$ cat config.mk
export PLATFORM = sky130hd
export DESIGN_NAME = session_recency_table_core
export DESIGN_NICKNAME = d
export VERILOG_FILES = /design/src/rtl/srt_pkg.sv /design/src/rtl/srt_ram.sv /design/src/rtl/srt_match.sv /design/src/rtl/session_recency_table_core.sv
export SDC_FILE = /design/constraint.sdc
export NUM_CORES = 2
export LEC_CHECK = 0
export ABC_CLOCK_PERIOD_IN_PS = 20600
export CAP_MARGIN = 20
export CORE_ASPECT_RATIO = 1.75
export CORE_MARGIN = 2
export CORE_UTILIZATION = 25
export CTS_BUF_LIST = sky130_fd_sc_hd__clkbuf_4
export CTS_CLUSTER_SIZE = 25
export DETAILED_ROUTE_END_ITERATION = 10
export DONT_BUFFER_PORTS = 1
export SETUP_SLACK_MARGIN = 0.4
export SLEW_MARGIN = 40
export SYNTH_ARGS = -nofsm -noshare
export SYNTH_HDL_FRONTEND = slang
export SYNTH_SLANG_ARGS = --single-unit
$ cat constraint.sdc
create_clock -name i_clk -period 20.6 [get_ports i_clk]
set_clock_uncertainty 0.2 [all_clocks]
set_input_delay 3.09 -clock i_clk [delete_from_list [all_inputs] [get_ports i_clk]]
set_output_delay 3.09 -clock i_clk [all_outputs]
set_load 0.05 [all_outputs]
$ cat src/rtl/srt_pkg.sv
// Shared constants, codes and types of the session recency table.
package srt_pkg;

    // Default configuration
    localparam int DEF_TABLE_ENTRIES = 12;
    localparam int DEF_KEY_BITS      = 64;

    // Fixed port and field widths
    localparam int KEY_PORT_W = 64;
    localparam int WORD_W     = 32;
    localparam int SLOT_W     = 4;
    localparam int MODE_W     = 2;

    localparam logic [WORD_W-1:0] WORD_MAX = '1;

    // Item operation codes
    typedef enum logic [MODE_W-1:0] {
        MODE_UPSERT = 2'd0,
        MODE_CLEAR  = 2'd1,
        MODE_READ   = 2'd2,
        MODE_NOP    = 2'd3
    } t_mode;

    // Sequencer states
    typedef enum logic [2:0] {
        S_IDLE,
        S_SCAN,
        S_WRITE,
        S_READ,
        S_REPLY
    } t_state;

    // Scan control from the sequencer to the match tracker
    typedef struct packed {
        logic start;   // new upsert: forget the previous scan
        logic pend;    // read data of the entry at the compare index is present
    } t_scan_ctl;

endpackage

$ cat src/rtl/srt_ram.sv
// Generic single-port-write, single-port-read RAM with registered read data.
module srt_ram
    import srt_pkg::*;
#(
    parameter int WIDTH = 32,
    parameter int DEPTH = 16,
    parameter int AW    = (DEPTH > 1) ? $clog2(DEPTH) : 1
) (
    input  logic             i_clk,
    input  logic             i_wr_en,
    input  logic [AW-1:0]    i_wr_addr,
    input  logic [WIDTH-1:0] i_wr_data,
    input  logic [AW-1:0]    i_rd_addr,
    output logic [WIDTH-1:0] o_rd_data
);

    logic [WIDTH-1:0] r_mem [DEPTH];
    logic [WIDTH-1:0] r_rd_data;

    // Write one word and read one word into the registered read data
    always_ff @(posedge i_clk) begin
        if (i_wr_en) begin
            r_mem[i_wr_addr] <= i_wr_data;
        end
        r_rd_data <= r_mem[i_rd_addr];
    end

    assign o_rd_data = r_rd_data;

endmodule

$ cat src/rtl/srt_match.sv
// Scan tracker: first key match and oldest order stamp over the scanned entries.
module srt_match
    import srt_pkg::*;
#(
    parameter int IDX_W    = 4,
    parameter int KEY_BITS = DEF_KEY_BITS
) (
    input  logic                i_clk,
    input  logic                i_rst_n,
    input  t_scan_ctl           i_ctl,
    input  logic [IDX_W-1:0]    i_idx,
    input  logic [KEY_BITS-1:0] i_key,
    input  logic [KEY_BITS-1:0] i_row_key,
    input  logic [WORD_W-1:0]   i_row_count,
    input  logic [WORD_W-1:0]   i_row_order,
    output logic                o_match,
    output logic                o_hit,
    output logic [IDX_W-1:0]    o_hit_idx,
    output logic [WORD_W-1:0]   o_hit_count,
    output logic [IDX_W-1:0]    o_min_idx,
    output logic [KEY_BITS-1:0] o_min_key
);

    logic                r_hit;
    logic                r_min_any;
    logic [IDX_W-1:0]    r_hit_idx;
    logic [WORD_W-1:0]   r_hit_count;
    logic [IDX_W-1:0]    r_min_idx;
    logic [WORD_W-1:0]   r_min_order;
    logic [KEY_BITS-1:0] r_min_key;
    logic                take_min;

    assign o_match  = i_ctl.pend && (i_row_key == i_key);
    // strict less keeps the lowest index on equal stamps
    assign take_min = i_ctl.pend && (!r_min_any || (i_row_order < r_min_order));

    // Track control flags
    always_ff @(posedge i_clk) begin
        if (!i_rst_n) begin
            r_hit     <= 1'b0;
            r_min_any <= 1'b0;
        end else if (i_ctl.start) begin
            r_hit     <= 1'b0;
            r_min_any <= 1'b0;
        end else begin
            if (o_match && !r_hit) begin
                r_hit <= 1'b1;
            end
            if (i_ctl.pend) begin
                r_min_any <= 1'b1;
            end
        end
    end

    // Hold the matched entry and the oldest entry seen so far
    always_ff @(posedge i_clk) begin
        if (o_match && !r_hit) begin
            r_hit_idx   <= i_idx;
            r_hit_count <= i_row_count;
        end
        if (take_min) begin
            r_min_idx   <= i_idx;
            r_min_order <= i_row_order;
            r_min_key   <= i_row_key;
        end
    end

    assign o_hit       = r_hit;
    assign o_hit_idx   = r_hit_idx;
    assign o_hit_count = r_hit_count;
    assign o_min_idx   = r_min_idx;
    assign o_min_key   = r_min_key;

endmodule

$ cat src/rtl/session_recency_table_core.sv
// Top level of the session recency table: sequencer, entry memory and scan tracker.
//
//  channel | direction | handshake              | payload
//  --------+-----------+------------------------+------------------------------------------
//  in      | input     | i_in_valid, o_in_stall | mode, session_key, date/time word, slot
//  out     | output    | o_out_valid, i_out_stall | slot, hit, evicted, entry fields, occupancy
//
//  Upsert: a scan over the used entries, then a write of the chosen entry and the result
//  (an empty table skips the scan); the scan reads one entry a cycle through the
//  memory's single read port and stops early on the first key match.
//  Read, clear and no-op: S_READ or S_REPLY loads the result; the next item is taken the cycle after.
//  One item is in work at a time; o_in_stall is high outside the idle state.
//  The result sits in an output register; a stalled result holds the item in work.
//  Reset (synchronous, active low) empties the table through the fill count; no sweep.
module session_recency_table_core
    import srt_pkg::*;
#(
    parameter int TABLE_ENTRIES = DEF_TABLE_ENTRIES,
    parameter int KEY_BITS      = DEF_KEY_BITS
) (
    input  logic                  i_clk,
    input  logic                  i_rst_n,
    input  logic                  i_in_valid,
    output logic                  o_in_stall,
    input  logic [MODE_W-1:0]     i_mode,
    input  logic [KEY_PORT_W-1:0] i_session_key,
    input  logic [WORD_W-1:0]     i_date_word,
    input  logic [WORD_W-1:0]     i_time_word,
    input  logic [SLOT_W-1:0]     i_slot_index,
    output logic                  o_out_valid,
    input  logic                  i_out_stall,
    output logic [SLOT_W-1:0]     o_slot,
    output logic                  o_hit,
    output logic                  o_evicted,
    output logic [KEY_PORT_W-1:0] o_evicted_key,
    output logic                  o_entry_valid,
    output logic [KEY_PORT_W-1:0] o_entry_key,
    output logic [WORD_W-1:0]     o_entry_count,
    output logic [WORD_W-1:0]     o_entry_order,
    output logic [WORD_W-1:0]     o_entry_date,
    output logic [WORD_W-1:0]     o_entry_time,
    output logic [SLOT_W-1:0]     o_occupancy
);

    localparam int IDX_W = (TABLE_ENTRIES > 1) ? $clog2(TABLE_ENTRIES) : 1;
    localparam int CNT_W = $clog2(TABLE_ENTRIES + 1);
    localparam int CMP_W = (CNT_W > SLOT_W) ? CNT_W : SLOT_W;
    localparam int ROW_W = KEY_BITS + 4 * WORD_W;
    localparam logic [CNT_W-1:0] FULL_CNT = CNT_W'(TABLE_ENTRIES);

    // Sequencer and table state
    t_state              r_state, n_state;
    logic [CNT_W-1:0]    r_used, n_used;
    logic [WORD_W-1:0]   r_order_ctr, n_order_ctr;
    logic [CNT_W-1:0]    r_rd_idx, n_rd_idx;
    logic                r_pend, n_pend;
    logic [IDX_W-1:0]    r_cmp_idx, n_cmp_idx;
    logic [IDX_W-1:0]    r_sel_idx, n_sel_idx;

    // Item in work
    t_mode               r_mode;
    logic [KEY_BITS-1:0] r_key;
    logic [WORD_W-1:0]   r_date;
    logic [WORD_W-1:0]   r_time;
    logic [SLOT_W-1:0]   r_slot;

    // Output register
    logic                r_out_valid;
    logic [SLOT_W-1:0]   r_out_slot, n_out_slot;
    logic                r_out_hit, n_out_hit;
    logic                r_out_evicted, n_out_evicted;
    logic [KEY_BITS-1:0] r_out_ev_key, n_out_ev_key;
    logic                r_out_e_valid, n_out_e_valid;
    logic [KEY_BITS-1:0] r_out_e_key, n_out_e_key;
    logic [WORD_W-1:0]   r_out_e_count, n_out_e_count;
    logic [WORD_W-1:0]   r_out_e_order, n_out_e_order;
    logic [WORD_W-1:0]   r_out_e_date, n_out_e_date;
    logic [WORD_W-1:0]   r_out_e_time, n_out_e_time;
    logic [SLOT_W-1:0]   r_out_occ, n_out_occ;

    // Control and datapath nets
    logic                in_xfer;
    logic                out_free;
    logic                load_out;
    logic                issue;
    logic                full;
    t_scan_ctl           scan_ctl;
    logic [IDX_W-1:0]    rd_addr;
    logic                wr_en;
    logic [IDX_W-1:0]    wr_addr;
    logic [ROW_W-1:0]    wr_row;
    logic [ROW_W-1:0]    rd_row;
    logic [KEY_BITS-1:0] rd_key;
    logic [WORD_W-1:0]   rd_count;
    logic [WORD_W-1:0]   rd_order;
    logic [WORD_W-1:0]   rd_date;
    logic [WORD_W-1:0]   rd_time;
    logic                match_now;
    logic                hit;
    logic [IDX_W-1:0]    hit_idx;
    logic [WORD_W-1:0]   hit_count;
    logic [IDX_W-1:0]    min_idx;
    logic [KEY_BITS-1:0] min_key;
    logic [IDX_W-1:0]    w_idx;
    logic [WORD_W-1:0]   w_count;
    logic                w_evict;
    logic [CNT_W-1:0]    w_used;

    // Entry memory: key, count, order stamp, date, time in one row
    srt_ram #(
        .WIDTH (ROW_W),
        .DEPTH (TABLE_ENTRIES),
        .AW    (IDX_W)
    ) u_ram (
        .i_clk     (i_clk),
        .i_wr_en   (wr_en),
        .i_wr_addr (wr_addr),
        .i_wr_data (wr_row),
        .i_rd_addr (rd_addr),
        .o_rd_data (rd_row)
    );

    assign rd_time  = rd_row[WORD_W-1:0];
    assign rd_date  = rd_row[2*WORD_W-1:WORD_W];
    assign rd_order = rd_row[3*WORD_W-1:2*WORD_W];
    assign rd_count = rd_row[4*WORD_W-1:3*WORD_W];
    assign rd_key   = rd_row[ROW_W-1:4*WORD_W];

    srt_match #(
        .IDX_W    (IDX_W),
        .KEY_BITS (KEY_BITS)
    ) u_match (
        .i_clk       (i_clk),
        .i_rst_n     (i_rst_n),
        .i_ctl       (scan_ctl),
        .i_idx       (r_cmp_idx),
        .i_key       (r_key),
        .i_row_key   (rd_key),
        .i_row_count (rd_count),
        .i_row_order (rd_order),
        .o_match     (match_now),
        .o_hit       (hit),
        .o_hit_idx   (hit_idx),
        .o_hit_count (hit_count),
        .o_min_idx   (min_idx),
        .o_min_key   (min_key)
    );

    assign o_in_stall = (r_state != S_IDLE);
    assign in_xfer    = i_in_valid && !o_in_stall;
    assign out_free   = !r_out_valid || !i_out_stall;
    assign full       = (r_used == FULL_CNT);
    assign issue      = (r_rd_idx < r_used);

    // Start a fresh scan on an upsert transfer; compare while read data is pending
    assign scan_ctl = '{start: in_xfer && (t_mode'(i_mode) == MODE_UPSERT),
                        pend:  r_pend && (r_state == S_SCAN)};

    // Pick the entry that an upsert writes
    always_comb begin
        w_evict = 1'b0;
        w_used  = r_used;
        if (hit) begin
            w_idx   = hit_idx;
            w_count = (hit_count == WORD_MAX) ? WORD_MAX : hit_count + WORD_W'(1);
        end else if (!full) begin
            w_idx   = r_used[IDX_W-1:0];
            w_count = WORD_W'(1);
            w_used  = r_used + CNT_W'(1);
        end else begin
            w_idx   = min_idx;
            w_count = WORD_W'(1);
            w_evict = 1'b1;
        end
    end

    assign wr_addr = w_idx;
    assign wr_row  = {r_key, w_count, r_order_ctr, r_date, r_time};

    // Sequence the item: next state, memory access and result
    always_comb begin
        n_state        = r_state;
        n_used         = r_used;
        n_order_ctr    = r_order_ctr;
        n_rd_idx       = r_rd_idx;
        n_pend         = 1'b0;
        n_cmp_idx      = r_cmp_idx;
        n_sel_idx      = r_sel_idx;
        rd_addr        = r_sel_idx;
        wr_en          = 1'b0;
        load_out       = 1'b0;
        n_out_slot     = '0;
        n_out_hit      = 1'b0;
        n_out_evicted  = 1'b0;
        n_out_ev_key   = '0;
        n_out_e_valid  = 1'b0;
        n_out_e_key    = '0;
        n_out_e_count  = '0;
        n_out_e_order  = '0;
        n_out_e_date   = '0;
        n_out_e_time   = '0;
        n_out_occ      = SLOT_W'(r_used);
        case (r_state)
            S_IDLE: begin
                rd_addr = IDX_W'(i_slot_index);
                if (in_xfer) begin
                    case (t_mode'(i_mode))
                        MODE_UPSERT: begin
                            n_rd_idx       = '0;
                            n_state        = (r_used == '0) ? S_WRITE : S_SCAN;
                        end
                        MODE_CLEAR: begin
                            n_used      = '0;
                            n_order_ctr = '0;
                            n_state     = S_REPLY;
                        end
                        MODE_READ: begin
                            n_sel_idx = IDX_W'(i_slot_index);
                            if (CMP_W'(i_slot_index) < CMP_W'(r_used)) begin
                                n_state = S_READ;
                            end else begin
                                n_state = S_REPLY;
                            end
                        end
                        default: begin
                            n_state = S_REPLY;
                        end
                    endcase
                end
            end
            S_SCAN: begin
                // issue one read a cycle, compare the one returned
                rd_addr = r_rd_idx[IDX_W-1:0];
                if (scan_ctl.pend && match_now) begin
                    n_state = S_WRITE;
                end else if (issue) begin
                    n_rd_idx  = r_rd_idx + CNT_W'(1);
                    n_pend    = 1'b1;
                    n_cmp_idx = r_rd_idx[IDX_W-1:0];
                end else begin
                    n_state = S_WRITE;
                end
            end
            S_WRITE: begin
                if (out_free) begin
                    wr_en         = 1'b1;
                    load_out      = 1'b1;
                    n_used        = w_used;
                    n_order_ctr   = (r_order_ctr == WORD_MAX) ? WORD_MAX
                                                              : r_order_ctr + WORD_W'(1);
                    n_out_slot    = SLOT_W'(w_idx);
                    n_out_hit     = hit;
                    n_out_evicted = w_evict;
                    n_out_ev_key  = w_evict ? min_key : '0;
                    n_out_e_valid = 1'b1;
                    n_out_e_key   = r_key;
                    n_out_e_count = w_count;
                    n_out_e_order = r_order_ctr;
                    n_out_e_date  = r_date;
                    n_out_e_time  = r_time;
                    n_out_occ     = SLOT_W'(w_used);
                    n_state       = S_IDLE;
                end
            end
            S_READ: begin
                // address held so the read data stays put while the output waits
                if (out_free) begin
                    load_out      = 1'b1;
                    n_out_slot    = r_slot;
                    n_out_e_valid = 1'b1;
                    n_out_e_key   = rd_key;
                    n_out_e_count = rd_count;
                    n_out_e_order = rd_order;
                    n_out_e_date  = rd_date;
                    n_out_e_time  = rd_time;
                    n_state       = S_IDLE;
                end
            end
            S_REPLY: begin
                if (out_free) begin
                    load_out   = 1'b1;
                    n_out_slot = (r_mode == MODE_READ) ? r_slot : '0;
                    n_state    = S_IDLE;
                end
            end
            default: begin
                n_state = S_IDLE;
            end
        endcase
    end

    // Advance state
    always_ff @(posedge i_clk) begin
        if (!i_rst_n) begin
            r_state     <= S_IDLE;
            r_used      <= '0;
            r_order_ctr <= '0;
            r_rd_idx    <= '0;
            r_pend      <= 1'b0;
            r_out_valid <= 1'b0;
        end else begin
            r_state     <= n_state;
            r_used      <= n_used;
            r_order_ctr <= n_order_ctr;
            r_rd_idx    <= n_rd_idx;
            r_pend      <= n_pend;
            if (load_out) begin
                r_out_valid <= 1'b1;
            end else if (!i_out_stall) begin
                r_out_valid <= 1'b0;
            end
        end
    end

    // Capture the item and hold scan indexes
    always_ff @(posedge i_clk) begin
        r_cmp_idx <= n_cmp_idx;
        r_sel_idx <= n_sel_idx;
        if (in_xfer) begin
            r_mode <= t_mode'(i_mode);
            r_key  <= i_session_key[KEY_BITS-1:0];
            r_date <= i_date_word;
            r_time <= i_time_word;
            r_slot <= i_slot_index;
        end
    end

    // Load the result
    always_ff @(posedge i_clk) begin
        if (load_out) begin
            r_out_slot    <= n_out_slot;
            r_out_hit     <= n_out_hit;
            r_out_evicted <= n_out_evicted;
            r_out_ev_key  <= n_out_ev_key;
            r_out_e_valid <= n_out_e_valid;
            r_out_e_key   <= n_out_e_key;
            r_out_e_count <= n_out_e_count;
            r_out_e_order <= n_out_e_order;
            r_out_e_date  <= n_out_e_date;
            r_out_e_time  <= n_out_e_time;
            r_out_occ     <= n_out_occ;
        end
    end

    assign o_out_valid   = r_out_valid;
    assign o_slot        = r_out_slot;
    assign o_hit         = r_out_hit;
    assign o_evicted     = r_out_evicted;
    assign o_evicted_key = KEY_PORT_W'(r_out_ev_key);
    assign o_entry_valid = r_out_e_valid;
    assign o_entry_key   = KEY_PORT_W'(r_out_e_key);
    assign o_entry_count = r_out_e_count;
    assign o_entry_order = r_out_e_order;
    assign o_entry_date  = r_out_e_date;
    assign o_entry_time  = r_out_e_time;
    assign o_occupancy   = r_out_occ;

`ifndef SYNTHESIS
    a_used_bound: assert property (@(posedge i_clk) disable iff (!i_rst_n)
        r_used <= FULL_CNT)
        else $error("fill count beyond table size");

    a_wr_in_fill: assert property (@(posedge i_clk) disable iff (!i_rst_n)
        wr_en |-> (CNT_W'(wr_addr) <= r_used))
        else $error("write beyond the next free entry");

    a_evict_full: assert property (@(posedge i_clk) disable iff (!i_rst_n)
        (load_out && n_out_evicted) |-> (full && !hit))
        else $error("replacement while table not full or key present");

    a_scan_nonempty: assert property (@(posedge i_clk) disable iff (!i_rst_n)
        (r_state == S_SCAN) |-> (r_used != '0))
        else $error("scan over an empty table");
`endif

endmodule

# Word-level counts from Yosys, hierarchy flattened
# Memories as Yosys holds them, arrays and structs flattened. A register that Yosys moved wholly into a read port is not among the register bits.
# Cells that the tools add are included.
# op_classes
eq_ne,20
n_mux,60
n_bitwise,3
n_reduce_logical,32
n_lt_le_gt_ge,3
addsub,4
# ops
cell,n
2-to-1 mux 32 bit,14
one-hot mux 32 bit (2 select lines),5
2-to-1 mux 64 bit,2
one-hot mux 64 bit (2 select lines),1
adder 32 x 1 -> 32 bit (second input constant),2
== test 32 bit (second input constant),2
== test 64 bit,1
2-to-1 mux 4 bit,16
less-than comparator 32 bit,1
one-hot mux 4 bit (2 select lines),3
2-to-1 mux 3 bit,5
AND reduction 3 bit,5
one-hot mux 4 bit (3 select lines),1
2-to-1 mux 1 bit,10
!= test 2 bit (second input constant),5
one-hot mux 3 bit (3 select lines),1
adder 4 x 1 -> 4 bit (second input constant),2
less-than comparator 4 bit,2
logical AND 1 bit,7
== test 3 x 2 -> 1 bit (second input constant),2
!= test 2 x 1 -> 1 bit (second input constant),3
one-hot mux 3 bit (2 select lines),1
OR reduction 3 bit,2
zero test 1 bit,5
other kinds (18),24
# totals
in_bits,138
ram_bits,2304
reg_bits,592
output_inout_bits,269
memories,1
wordCells,154
# memory_table
memory,depth,word_bits,read_ports,rd_ports_with_merged_regs,wr,line_no,rtl
u_ram.r_mem,12,192,1,1,1,srt_ram.sv:17,logic [WIDTH-1:0] r_mem [DEPTH];

# Depth between registers and ports, before layout
# depth
word_depth,6
depth_mapped,10
depth_no_buf,9

# Modules after synthesis
# Synthesis repeated with hierarchy kept, for this count alone.
# hier_totals
cells_unflattened,6245
area_unflattened_um2,116734.5
# modules_own_cells
module,cells_each,area_each_um2,seq_area_each_um2,n_inst
srt_ram,4401,91545.3,73030.0,1
session_recency_table_core,1501,19526.2,13182.6,1
srt_match,343,5662.9,4124.0,1

# Worst setup path before layout
# Ideal clock, no wire load.
# synth_path
kind,input to register
from,in i_out_stall
to,"reg r_out_e_count[0] (netlist: o_entry_count[0]), enable pin"
stages,3
setup_slack_ns,4.991
setup_ns,0.901
required_time_ns,19.499
arrival_time_ns,14.509
path_buffers,1
path_cell_list,and2_1 > clkbuf_1 > nor2_1
# synth_via
elab_chain_len,4
# synth_rtl
element,line_no,rtl
"start, declared",session_recency_table_core.sv:31,"input logic i_out_stall,"
zero test 1 bit,-,
logical OR 1 bit,session_recency_table_core.sv:151,assign out_free = !r_out_valid || !i_out_stall;
2-to-1 mux 1 bit,"session_recency_table_core.sv:245, session_recency_table_core.sv:267, session_recency_table_core.sv:280",
2-to-1 mux 1 bit,-,
named net load_out,session_recency_table_core.sv:84,logic load_out;
"end signal, assigned",session_recency_table_core.sv:337,r_out_e_count <= n_out_e_count;
"end, declared",session_recency_table_core.sv:75,"logic [WORD_W-1:0] r_out_e_count, n_out_e_count;"
# The timed path passes the listed nets, and every way through them passes these cells.
# A chain may end at the register's enable or synchronous reset.

# Worst setup path in the final report
# layout_path
from,reg r_state[0]
to,out o_in_stall
# layout_via
elab_chain_len,1
# layout_rtl
element,line_no,rtl
"start, declared",session_recency_table_core.sv:52,"t_state r_state, n_state;"
"start signal, assigned",session_recency_table_core.sv:302,r_state <= n_state;
nonzero test 3 bit,session_recency_table_core.sv:149,assign o_in_stall = (r_state != S_IDLE);
"end, declared",session_recency_table_core.sv:24,"output logic o_in_stall,"
# No other way between the ends.

==> flow_summary.toml <==
[clock_tree]
hold_buffers = 0
root_buffer = "clkbuf_4"
clkTransAtPathRegs_ns = 0.08
cts-resized-gates = 0
cts_setup_buffers = 0
numCtsBuffers = 707
htreeDepth = 6
tritoncts = "done"
cts.sinks = 3088
clk_latency_ns = 1.66
cts_max_path_buffers = 4

[floorplan]
ios = 407
dieArea_sq_mm = 0.466
row_count = 329
die_y_um = 901
core-area_sq_mm = 0.458
die_x_um = 517
initial_core_util_pct = 25.1

[timing]
tightest_slew_ns = 0.963
relSlewSlack_pct = 35.8
post-route-min-period_ns = 6.54
tns_ns = 0
min_period_over_period_pct = 31.8
final_max_slew_viol_count = 0
rsz0062_at_grt = "false"
fmax_mhz = 153
finalSetupViolations = 0
holdWs_ns = 0.210
hold_violations = 0

[synthesis]
synthDistinctLibCells = 62
synth_top_area_share_pct = 74.4
netlist_instances = 5595
syn_nets = 5775
synth_top_family_by_area = "multiplexers"
synth-edff-count = 2849
synthAdderAreaFrac_pct = 0.457
ys_async_sr_fraction_pct = 0
ys_warn_count = 0
ys_top_cells_by_count = "edfxtp_1 (2,849), mux4_2 (576), nor2_1 (307)"
synth-compound-area-share_pct = 3.43
seq_area_frac_synth_pct = 78.5
synth.area.mux_share_pct = 13.1
synth_area_sq_mm = 0.115
synth-xor-area-share_pct = 0.647
synth_area_leaders = "edfxtp_1 (74%), mux4_2 (11%), dfxtp_1 (4.2%)"
synthSimpleGateAreaFrac_pct = 2.76
yosysMostFrequentCell = "edfxtp_1"
postSynthAreaPerCell_sq_um = 20.6
synth.largest_area_cell = "edfxtp_1"
synthFlopType = "edfxtp_1"
ys_ff_latch = 3088

[routing]
drcViolationCount = 0
firstDrtPassIters = 7
vias = 57956
drt_iter0_markers = 4560
avgViaCountPerCell = 4.49
post_drt_wl_per_cell_um = 24.6
routed_wirelength_mm = 317
ant_nets = 0

[power_and_ir_drop]
vdd_drop_max_mv = 0.116
p_sw_mw = 5.13
p_sw_share_pct = 31.2
leakage_nw = 43.2
comb_power_share_pct = 16.7
power_frac_seq_pct = 52.0
internal_power_mw = 11.3
clkPwrFrac_pct = 31.3
powerDensity_mw_per_mm2 = 123

[worst_setup_path]
reg2reg_to = "u_ram.r_mem[7][24]$_DFFE_PP_"
cpMaxStageDelayCell = "dfxtp_1"
critPathMaxStageDelay_ns = 0.80
crit_buf_inv = 1
critPathRequiredTime_ns = 17.31
path_delay_family = "flip-flops"
timing.rr.start = "r_state[1]$_SDFFE_PN0P_"
crit_arrival_ns = 3.25
crit_path_end_kind = "output pin"
path_class = "register to output pin"
worstPathCellList = "nor3_1, inv_1"
worstRegToRegCells = 9
r2r_setup_slack_ns = 15.25
startpoint_type = "register"
crit_fanout = 16

[finish]
areaGrowthSynthToFinish_pct = 16.2
drive_gt1_share_pct = 28.6
multiInputGateArea_sq_mm = 0.0237
fin_nets = 6357
regArea_sq_mm = 0.0903
utilization_pct = 29.2
fill_cells = 44888

[min_path]
min_to = "u_match.r_min_order[27]$_DFFE_PP_"
worstHoldPathCells = 0
min_path_type = "register to register"
hp-start = "u_ram.o_rd_data[91]$_DFF_P_"

[grt]
grt_pass1_vias = 61706
gr-total-overflow = 0
grt_first_pass_wirelength_mm = 443
grt_max_degree = 103
grt_usage_pct = 13.2
antenna_found_initial = 67

[placement]
gp_congestion = 0.782
port-buffer-count = 0
dp_hpwl_mm = 184

[run]
maxCapViolCount = 0

[outcome]
outcome = "finished clean"
[worst max-delay path by stage]
| stage | start | endpoint | slack [ns] | cells past startpoint |
|---|---|---|---|---|
| 6_report | r_state[0]$_SDFFE_PN0P_ | o_in_stall | 14.06 | 2 |
| 5_1_grt | r_state[0]$_SDFFE_PN0P_ | o_in_stall | 13.73 | 2 |
| 4_1_cts | r_state[0]$_SDFFE_PN0P_ | o_in_stall | 13.74 | 2 |
| 3_5_place_dp | i_slot_index[0] | u_ram.o_rd_data[23]$_DFF_P_ | 13.03 | 10 |
| 3_3_place_gp | i_slot_index[0] | u_ram.o_rd_data[20]$_DFF_P_ | 12.30 | 10 |
| 2_1_floorplan | i_out_stall | o_entry_count[0]$_DFFE_PP_ | 4.99 | 3 |
[stage by stage]
step	instances	cell area, sq um	worst slack, ns	total power, mW
after floorplan	5595	115000	4.99	10.4
after global placement	11559	123000	12.30	11.4
after detailed placement	11583	124000	13.03	11.5
after CTS	12881	133000	13.74	16.7
after global routing	12907	134000	13.73	17.2
final	12913	134000	14.06	16.5
[layer usage]
| metal | share of wire (%) | GRT usage [%] | up-vias |
|---|---|---|---|
| met5 | 0.095 | 0 | - |
| met4 | 4.1 | 6.20 | 50 |
| met3 | 6.3 | 3.02 | 720 |
| met2 | 52 | 23.3 | 2203 |
| met1 | 38 | 15.0 | 30471 |
| li1 | - | - | 24512 |
[sequential cells by signal (all words and copies together) (netlist names), 64 cells and up]
name	count
o_entry_key	64
o_evicted_key	64
r_key	64
u_match.o_min_key	64
u_ram.o_rd_data	192
u_ram.r_mem	2304
[cell type report]
cell class | instances | area share, %
sequential | 3088 | 67.6
multi-input combinational | 2184 | 17.8
clock buffer | 1044 | 5.87
tap | 6123 | 5.73
timing repair buffer | 151 | 1.45
clock inverter | 254 | 1.38
inverter | 45 | 0.132
antenna | 24 | 0.0450
[cell usage in the layout, fill, tap and decap left out, types with 22 or more instances in the layout]
master	count
a21boi_0	28
a21o_1	30
a21oi_1	245
a22o_1	133
a22oi_1	41
and2_1	73
and3_1	22
buf_4	74
buf_6	33
bufinv_16	23
clkbuf_4	1044
clkinv_1	155
clkinv_2	29
dfxtp_1	237
diode_2	24
edfxtp_1	2849
ha_1	42
inv_1	43
mux2i_1	204
mux4_2	576
nand2_1	88
nand3_1	37
nand4_1	28
nor2_1	292
o21ai_0	76
xnor2_1	25
xor2_1	52
[logic make-up (layout without fill, tap and decap cells)]
logic type                 after synthesis  in the layout
muxes                                  780            780
xor gates and xnor gates                85             85
and+or+nand+nor                        666            666
other                                    0             24
AOI/OAI and AO/OA                      611            611
DFF                                   3088           3088
adders and majority gates               42             42
buffers and inverters                  323           1494
[power by group through the flow]
stage / registers (mW) / logic (mW) / clock network (mW)
after floorplan: 8.52 / 1.92 / 0
after global placement: 8.68 / 2.73 / 0
after detailed placement: 8.70 / 2.79 / 0
after CTS: 8.57 / 2.81 / 5.35
after global routing: 8.61 / 2.96 / 5.62
final: 8.56 / 2.75 / 5.15
No activity file was read; power rests on OpenSTA's default activity.
